===== src/hw/rtl/mrc_pkg.sv =====
// Shared types and constants for the Modbus RTU response checker.
// Used by mrc_frame_tracker, modbus_response_checker and the testbench; depends on nothing.
package mrc_pkg;

    localparam logic [15:0] CRC_INIT = 16'hFFFF;
    localparam logic [15:0] CRC_POLY = 16'hA001;
    localparam logic [7:0]  EXC_FLAG = 8'h80;
    localparam logic [9:0]  POS_MAX  = 10'd1023;

    localparam logic KIND_WORD   = 1'b0;
    localparam logic KIND_STATUS = 1'b1;

    typedef enum logic [1:0] {
        STAT_OK         = 2'd0,
        STAT_EXCEPTION  = 2'd1,
        STAT_CRC_BAD    = 2'd2,
        STAT_BAD_LENGTH = 2'd3
    } status_t;

    typedef struct packed {
        logic        item_kind;
        logic [15:0] reg_word;
        logic [6:0]  reg_index;
        status_t     frame_status;
        logic [7:0]  exception_code;
        logic        is_last;
    } result_t;

endpackage


===== src/hw/rtl/mrc_frame_tracker.sv =====
// Per-frame state of the response checker: CRC, byte position, header bytes
// and word assembly. Produces at most one result for each processed byte.
// Depends on mrc_pkg.
module mrc_frame_tracker (
    input  logic            clk,
    input  logic            rst_n,
    input  logic            step,
    input  logic [7:0]      rx_byte,
    input  logic            frame_end,
    output logic            res_valid,
    output mrc_pkg::result_t res
);
    import mrc_pkg::*;

    function automatic logic [15:0] crc_feed(input logic [15:0] crc_in, input logic [7:0] b);
        logic [15:0] c;
        c = crc_in ^ {8'd0, b};
        for (int k = 0; k < 8; k++)
        begin
            if (c[0])
                c = (c >> 1) ^ CRC_POLY;
            else
                c = c >> 1;
        end
        return c;
    endfunction

    logic [15:0] crc_reg, crc_next;
    logic [9:0]  pos_reg, pos_next;
    logic [15:0] delay_reg, delay_next;
    logic [7:0]  func_reg, func_next;
    logic [7:0]  count_reg, count_next;
    logic [7:0]  high_reg, high_next;
    logic [6:0]  word_index_reg, word_index_next;

    logic [7:0]  older;
    logic [7:0]  newer;
    logic [15:0] crc_upd;
    logic [7:0]  func_cur;
    logic [7:0]  count_cur;
    logic        in_data;
    logic        is_exc;
    logic        is_crc_bad;
    logic        is_short;

    assign older     = delay_reg[15:8];
    assign newer     = delay_reg[7:0];
    assign crc_upd   = (pos_reg >= 10'd2) ? crc_feed(crc_reg, older) : crc_reg;
    assign func_cur  = (pos_reg == 10'd1) ? rx_byte : func_reg;
    assign count_cur = (pos_reg == 10'd2) ? rx_byte : count_reg;
    assign in_data   = (pos_reg >= 10'd3) && (pos_reg <= ({2'd0, count_reg} + 10'd2));

    assign is_exc     = (pos_reg >= 10'd2) && (func_cur >= EXC_FLAG);
    assign is_crc_bad = (pos_reg < 10'd3) || (crc_upd != {rx_byte, newer});
    assign is_short   = {1'b0, pos_reg} < ({3'd0, count_cur} + 11'd4);

    always_comb
    begin
        res       = '0;
        res_valid = 1'b0;
        if (frame_end)
        begin
            res_valid     = step;
            res.item_kind = KIND_STATUS;
            res.is_last   = 1'b1;
            if (is_exc)
            begin
                res.frame_status   = STAT_EXCEPTION;
                res.exception_code = count_cur;
            end
            else if (is_crc_bad)
                res.frame_status = STAT_CRC_BAD;
            else if (is_short)
                res.frame_status = STAT_BAD_LENGTH;
            else
                res.frame_status = STAT_OK;
        end
        else if (in_data && !pos_reg[0])
        begin
            res_valid     = step;
            res.item_kind = KIND_WORD;
            res.reg_word  = {high_reg, rx_byte};
            res.reg_index = word_index_reg;
        end
    end

    always_comb
    begin
        crc_next        = crc_reg;
        pos_next        = pos_reg;
        delay_next      = delay_reg;
        func_next       = func_reg;
        count_next      = count_reg;
        high_next       = high_reg;
        word_index_next = word_index_reg;
        if (step)
        begin
            if (frame_end)
            begin
                crc_next        = CRC_INIT;
                pos_next        = '0;
                delay_next      = '0;
                func_next       = '0;
                count_next      = '0;
                high_next       = '0;
                word_index_next = '0;
            end
            else
            begin
                crc_next   = crc_upd;
                func_next  = func_cur;
                count_next = count_cur;
                delay_next = {newer, rx_byte};
                if (pos_reg < POS_MAX)
                    pos_next = pos_reg + 10'd1;
                if (in_data && pos_reg[0])
                    high_next = rx_byte;
                if (in_data && !pos_reg[0])
                    word_index_next = word_index_reg + 7'd1;
            end
        end
    end

    always_ff @(posedge clk or negedge rst_n)
    begin
        if (!rst_n)
        begin
            crc_reg        <= CRC_INIT;
            pos_reg        <= '0;
            delay_reg      <= '0;
            func_reg       <= '0;
            count_reg      <= '0;
            high_reg       <= '0;
            word_index_reg <= '0;
        end
        else
        begin
            crc_reg        <= crc_next;
            pos_reg        <= pos_next;
            delay_reg      <= delay_next;
            func_reg       <= func_next;
            count_reg      <= count_next;
            high_reg       <= high_next;
            word_index_reg <= word_index_next;
        end
    end

`ifndef SYNTHESIS
    a_clear_on_end: assert property (@(posedge clk) disable iff (!rst_n)
        step && frame_end |=> pos_reg == 10'd0 && word_index_reg == 7'd0 && crc_reg == CRC_INIT)
        else $error("frame state not cleared after frame end");

    a_result_needs_step: assert property (@(posedge clk) disable iff (!rst_n)
        res_valid |-> step)
        else $error("result raised without a processed byte");

    a_index_advances: assert property (@(posedge clk) disable iff (!rst_n)
        step && !frame_end && res_valid |=>
            word_index_reg == 7'($past(word_index_reg) + 7'd1))
        else $error("word index did not advance after a word");
`endif

endmodule


===== config.mk =====
export PLATFORM = sky130hd
export DESIGN_NAME = mrc_frame_tracker
export DESIGN_NICKNAME = d
export VERILOG_FILES = /design/src/hw/rtl/mrc_pkg.sv /design/src/hw/rtl/mrc_frame_tracker.sv
export SDC_FILE = /design/constraint.sdc
export NUM_CORES = 1
export LEC_CHECK = 0
export ABC_AREA = 1
export ABC_CLOCK_PERIOD_IN_PS = 4400
export BUFFER_PORTS_ARGS = -buffer_cell sky130_fd_sc_hd__buf_4
export CORE_MARGIN = 5
export CORE_UTILIZATION = 64
export CTS_CLUSTER_SIZE = 30
export DETAILED_ROUTE_END_ITERATION = 10
export GPL_TIMING_DRIVEN = 0
export MAX_ROUTING_LAYER = met4
export PLACE_DENSITY_LB_ADDON = 0.05
export SYNTH_ARGS = -nofsm -noshare
export SYNTH_HDL_FRONTEND = slang
export SYNTH_SLANG_ARGS = --single-unit

===== constraint.sdc =====
create_clock -name clk -period 4.4 [get_ports clk]
set_input_delay 0.22 -clock clk [delete_from_list [all_inputs] [get_ports clk]]
set_output_delay 0.22 -clock clk [all_outputs]
set_load 0.05 [all_outputs]

After elaboration in Yosys (flattened, before gate mapping)
Index checks and enable logic that the tools add are counted.
{"block": "word_totals", "reg_bits": 73, "input_bits": 12, "out_inout_bits": 36, "wordCells": 73}
{"block": "op_classes", "n_addsub": 4, "n_lt_le_gt_ge": 7, "eq_ne": 3, "n_mux": 31, "bitwise": 9, "reduce_logical": 12}
{"operator": "two-way mux 16 bit", "n": 11}
{"operator": "two-way mux 8 bit", "n": 7}
{"operator": "two-way mux 23 bit", "n": 2}
{"operator": "inverter 2 -> 3 bit", "n": 8}
{"operator": ">= comparator 10 x 2 -> 1 bit (second input constant)", "n": 2}
{"operator": "two-way mux 10 bit", "n": 2}
{"operator": "inequality test 16 bit", "n": 1}
{"operator": "XOR 16 x 8 -> 16 bit", "n": 1}
{"operator": "two-way mux 7 bit", "n": 2}
{"operator": "two-way mux 11 bit", "n": 1}
{"operator": "adder 10 x 1 -> 10 bit (second input constant)", "n": 1}
{"operator": "equality test 10 x 1 -> 1 bit (second input constant)", "n": 1}
{"operator": "equality test 10 x 2 -> 1 bit (second input constant)", "n": 1}
{"operator": "less-or-equal comparator 10 x 9 -> 1 bit", "n": 1}
{"operator": "less-than comparator 10 bit (second input constant)", "n": 1}
{"operator": "less-than comparator 10 x 2 -> 1 bit (second input constant)", "n": 1}
{"operator": "less-than comparator 10 x 9 -> 1 bit", "n": 1}
{"operator": "adder 8 x 2 -> 9 bit (second input constant)", "n": 1}
{"operator": "adder 8 x 3 -> 9 bit (second input constant)", "n": 1}
{"operator": ">= comparator 8 bit (second input constant)", "n": 1}
{"operator": "adder 7 x 1 -> 7 bit (second input constant)", "n": 1}
{"operator": "two-way mux 2 bit", "n": 3}
{"operator": "AND reduction 2 bit", "n": 3}
{"operator": "nonzero test 2 bit", "n": 3}
{"operator": "other kinds (4)", "n": 9}

Logic depth before layout (Yosys ltp)
{"block": "logic_depth", "word_depth": 23, "ltp_mapped": 20, "ltp_nobuf": 20}

Least setup slack after synthesis
Ideal clock, no wire load.
{"block": "synth_path", "kind": "reg-to-output", "from": "register count_reg[1]", "to": "output port res[18] (netlist name)", "t_arrival_ps": 3447, "t_required_ps": 4180, "path_slack_ps": 733, "stages_incl_launch_ff": 17, "n_path_buf": 0, "cell_sequence": "dfrtp_1 > ha_1 > nand3_1 > nor3_1 > xor2_1 > inv_1 > ha_1 > nand2_1 > nor2_1 > nand2_1 > o211a_1 > o21ai_0 > o41ai_2 > nand2_1 > nor2_1 > inv_1 > nor3_1"}
{"item": "start, declared", "line": "mrc_frame_tracker.sv:32", "text": "logic [7:0] count_reg, count_next;"}
{"item": "start signal, assigned", "line": "mrc_frame_tracker.sv:142", "text": "count_reg <= count_next;"}
{"item": "end, declared", "line": "mrc_frame_tracker.sv:11", "text": "output mrc_pkg::result_t res"}

==> run_results.csv <==
group,metric,value,unit
run_status,outcome,"finished clean",
die,initial_utilization,65.3,%
cells_and_area,multi_input_area,0.00256,mm²
power,power.density,424,mW/mm²
synthesis,netlist.area_leader.share,26.7,%
timing,fmax,0.240,GHz
synthesis,yosys.area.top_type,"dfrtp_1",
synthesis,synthMuxAreaShare,0,%
routing,firstDrtPassIters,5,
routing,wl_per_cell,15.9,µm
cells_and_area,fin_nets,782,
clock_tree,cts_buffers,9,
clock_tree,clkTransAtPathRegs,0.09,ns
timing,period_needed,4.17,ns
cells_and_area,register_area,0.00167,mm²
synthesis,synth_edf_count,0,
placed_design,dp.final_hpwl,10100,µm
power,peakVddDrop,0.281,mV
timing,holdWs,0.292,ns
critical_path,crit_path_max_incr_delay,0.46,ns
timing,tns,0,ns
grt,grt_usage,31.9,%
synthesis,synth_ff_type,"dfrtp_1",
placed_design,place.gp.congestion,0.972,
critical_path,crit_type,"flop to primary output",
synthesis,yosys_warnings,0,
critical_path,start_kind,"flop",
die,coreArea,0.00718,mm²
synthesis,synthXorXnorAreaFrac,3.55,%
die,rows,31,
timing,post-route-period-util,94.8,%
synthesis,synth_top_family_by_area,"simple AND/OR/NAND/NOR gates",
cells_and_area,final_cell_mix,"nand2_1 (213), inv_1 (94), nor2_1 (70)",
die,dieArea,0.00913,mm²
clock_tree,root_buffer,"clkbuf_8",
critical_path,crit_chain,"nor2_1 > nand2_1 > nor2_4 > nand2_2 > inv_2 > nor2_1 > a21oi_2 > inv_1 > nor2_1 > nand2_1 > nor3_2 > xor2_1 > ha_1 > nand2_1 > nor4_1 > o21ai_0 > o311ai_1 > nand3_1 > nand2_1 > inv_1 > buf_4",
power,p_total,2.29,mW
cells_and_area,area_growth,15.2,%
critical_path,cp.arrival,3.95,ns
synthesis,netlist_instances,689,
placed_design,port_buffers,46,
timing,maxSlewHeadroom,42.0,%
routing,postRouteAntennaNets,0,
timing,rsz0062_at_grt,"false",
grt,antenna_found_initial,0,
grt,grt_pass1_wl,21800,µm
clock_tree,clkLatencyLatePin,0.36,ns
critical_path,cp_slowest_cell,"dfrtp_1",
synthesis,synthAdderAreaFrac,6.14,%
timing,final_hold_viol_count,0,
clock_tree,clock-sinks,66,
synthesis,syn_nets,724,
synthesis,syn_area,0.00468,mm²
cells_and_area,final_common_cell,"nand2_1",
synthesis,ys_ff_latch,66,
grt,overflow,0,
timing,finalClockSkew,0.0139,ns
power,p_leak,2.79,nW
timing,tightest_slew,0.871,ns
die,die_y,95.6,µm
timing,drv_slew,0,
clock_tree,cts_tree,"done",
critical_path,cp-end-kind,"primary output",
cells_and_area,num_antenna_cells,0,
clock_tree,htree_levels,3,
critical_path,crit_required,4.18,ns
clock_tree,clock_path_buffers,2,
critical_path,cpMostUsedCell,"nand2_1",
synthesis,synth-compound-area-share,10.8,%
run,cap_violations,0,
synthesis,synth-simple-area-share,34.0,%
routing,vias,4977,
die,io_pins,48,
synthesis,synth-async-reset-ratio,100,%
routing,drt_iter0_drc,489,
min_path,hp-class,"input pin to flop",
routing,drt-vias-per-instance,5.85,
critical_path,path_max_fanout,9,
grt,grt_pass1_vias,4718,
cells_and_area,fillCellCount,576,
grt,grt_max_degree,67,
die,die_x,95.6,µm
routing,drc,0,
synthesis,ys_types,40,
routing,wl,13500,µm
cells_and_area,drive_above_1_share,13.0,%
clock_tree,cts_setup_buffers,0,
synthesis,synth_area_leaders,"dfrtp_1 (27%), nand2_1 (17%), dfstp_2 (9.0%), inv_1 (7.5%), ha_1 (6.1%)",
synthesis,syn_avg_cell_area,6.80,µm²
timing,setup_viol,0,
synthesis,yosysSeqAreaShare,35.7,%
[worst paths after layout]
kind / slack, ns / startpoint / cells past startpoint / endpoint
worst min-delay path: 0.29 / frame_end / 4 / word_index_reg[0]$_DFFE_PN0P_
max in group asynchronous: 3.29 / rst_n / 2 / delay_reg[10]$_DFFE_PN0P_
worst max-delay path: 0.23 / pos_reg[8]$_DFFE_PN0P_ / 21 / res[10]
worst min register to register: 0.52 / high_reg[2]$_DFFE_PN0P_ / 2 / high_reg[2]$_DFFE_PN0P_
worst max register to register: 1.29 / count_reg[1]$_DFFE_PN0P_ / 16 / high_reg[0]$_DFFE_PN0P_
min in group asynchronous: 0.47 / rst_n / 2 / pos_reg[9]$_DFFE_PN0P_
[where the power goes]
| group | leakage [nW] | internal, mW | total (mW) | switching (mW) |
|---|---|---|---|---|
| clock network | 0.106 | 0.324 | 0.592 | 0.269 |
| logic | 1.84 | 0.291 | 0.909 | 0.618 |
| registers | 0.842 | 0.712 | 0.784 | 0.0723 |
[Yosys cell counts (2+ instances only)]
| cell type | instances |
|---|---|
| nor3_1 | 22 |
| nor2_2 | 2 |
| clkbuf_1 | 13 |
| a21oi_1 | 17 |
| dfstp_2 | 16 |
| inv_1 | 94 |
| xor2_1 | 14 |
| buf_4 | 3 |
| buf_1 | 2 |
| o21ai_0 | 28 |
| dfrtp_1 | 50 |
| nor3b_1 | 2 |
| xnor2_1 | 5 |
| nor2_1 | 70 |
| nand4_1 | 11 |
| o211ai_1 | 2 |
| buf_2 | 2 |
| ha_1 | 23 |
| nand2_1 | 213 |
| o21ai_2 | 2 |
| o21ai_1 | 2 |
| o22ai_1 | 27 |
| nand3_1 | 52 |
[what timing repair did]
| action | in CTS | in global routing |
|---|---|---|
| gates resized for setup | 0 | 5 |
| hold buffers | 1 | 0 |
| setup endpoints to repair | 0 | 2 |
| endpoints found under the hold margin | 18 | 0 |
[cell type report]
cell class,count,share of cell area (%)
Buffer,21,1.86
Clock buffer,9,2.30
Timing Repair Buffer,47,6.59
Sequential cell,66,31.0
Tap cell,99,2.30
Clock inverter,7,1.88
Multi-Input combinational cell,507,47.5
Inverter,95,6.61
[metal layers]
layer | up-vias | track usage [%] | part of all wire (%)
li1 | 2344 | - | -
met1 | 2329 | 37.5 | 39
met2 | 255 | 51.9 | 50
met3 | 49 | 5.60 | 7.9
met4 | 0 | 17.4 | 3.8
met5 | - | - | 0
[cell families (layout without fill, tap and decap cells)]
group,count (synthesis),after routing
buffers and inverters,116,179
and+or+nand+nor,380,380
adders and majority gates,23,23
AOI/OAI and AO/OA,85,85
DFF,66,66
xor gates and xnor gates,19,19
[stage by stage]
| stage | util, % | cells | worst slack (ns) | area (µm²) |
|---|---|---|---|---|
| after floorplan | - | 689 | 0.733 | 4680 |
| after global placement | 71.8 | 834 | 0.620 | 5150 |
| after detailed placement | 71.8 | 834 | 0.503 | 5150 |
| after CTS | 75.1 | 851 | 0.0714 | 5390 |
| after global routing | 75.2 | 851 | 0.0102 | 5400 |
| final | 75.2 | 851 | 0.230 | 5400 |
[critical path, delay by kind of cell, from the launching register on]
kind | cells | cell delay, ns
AO/OA/AOI/OAI | 3 | 0.54
XOR/XNOR | 1 | 0.09
adder cells (fa/ha/maj) | 1 | 0.27
buffers and inverters | 4 | 0.50
flip-flops | 1 | 0.46
AND/OR/NAND/NOR | 12 | 1.72
Power figures use the tool's default switching activity.
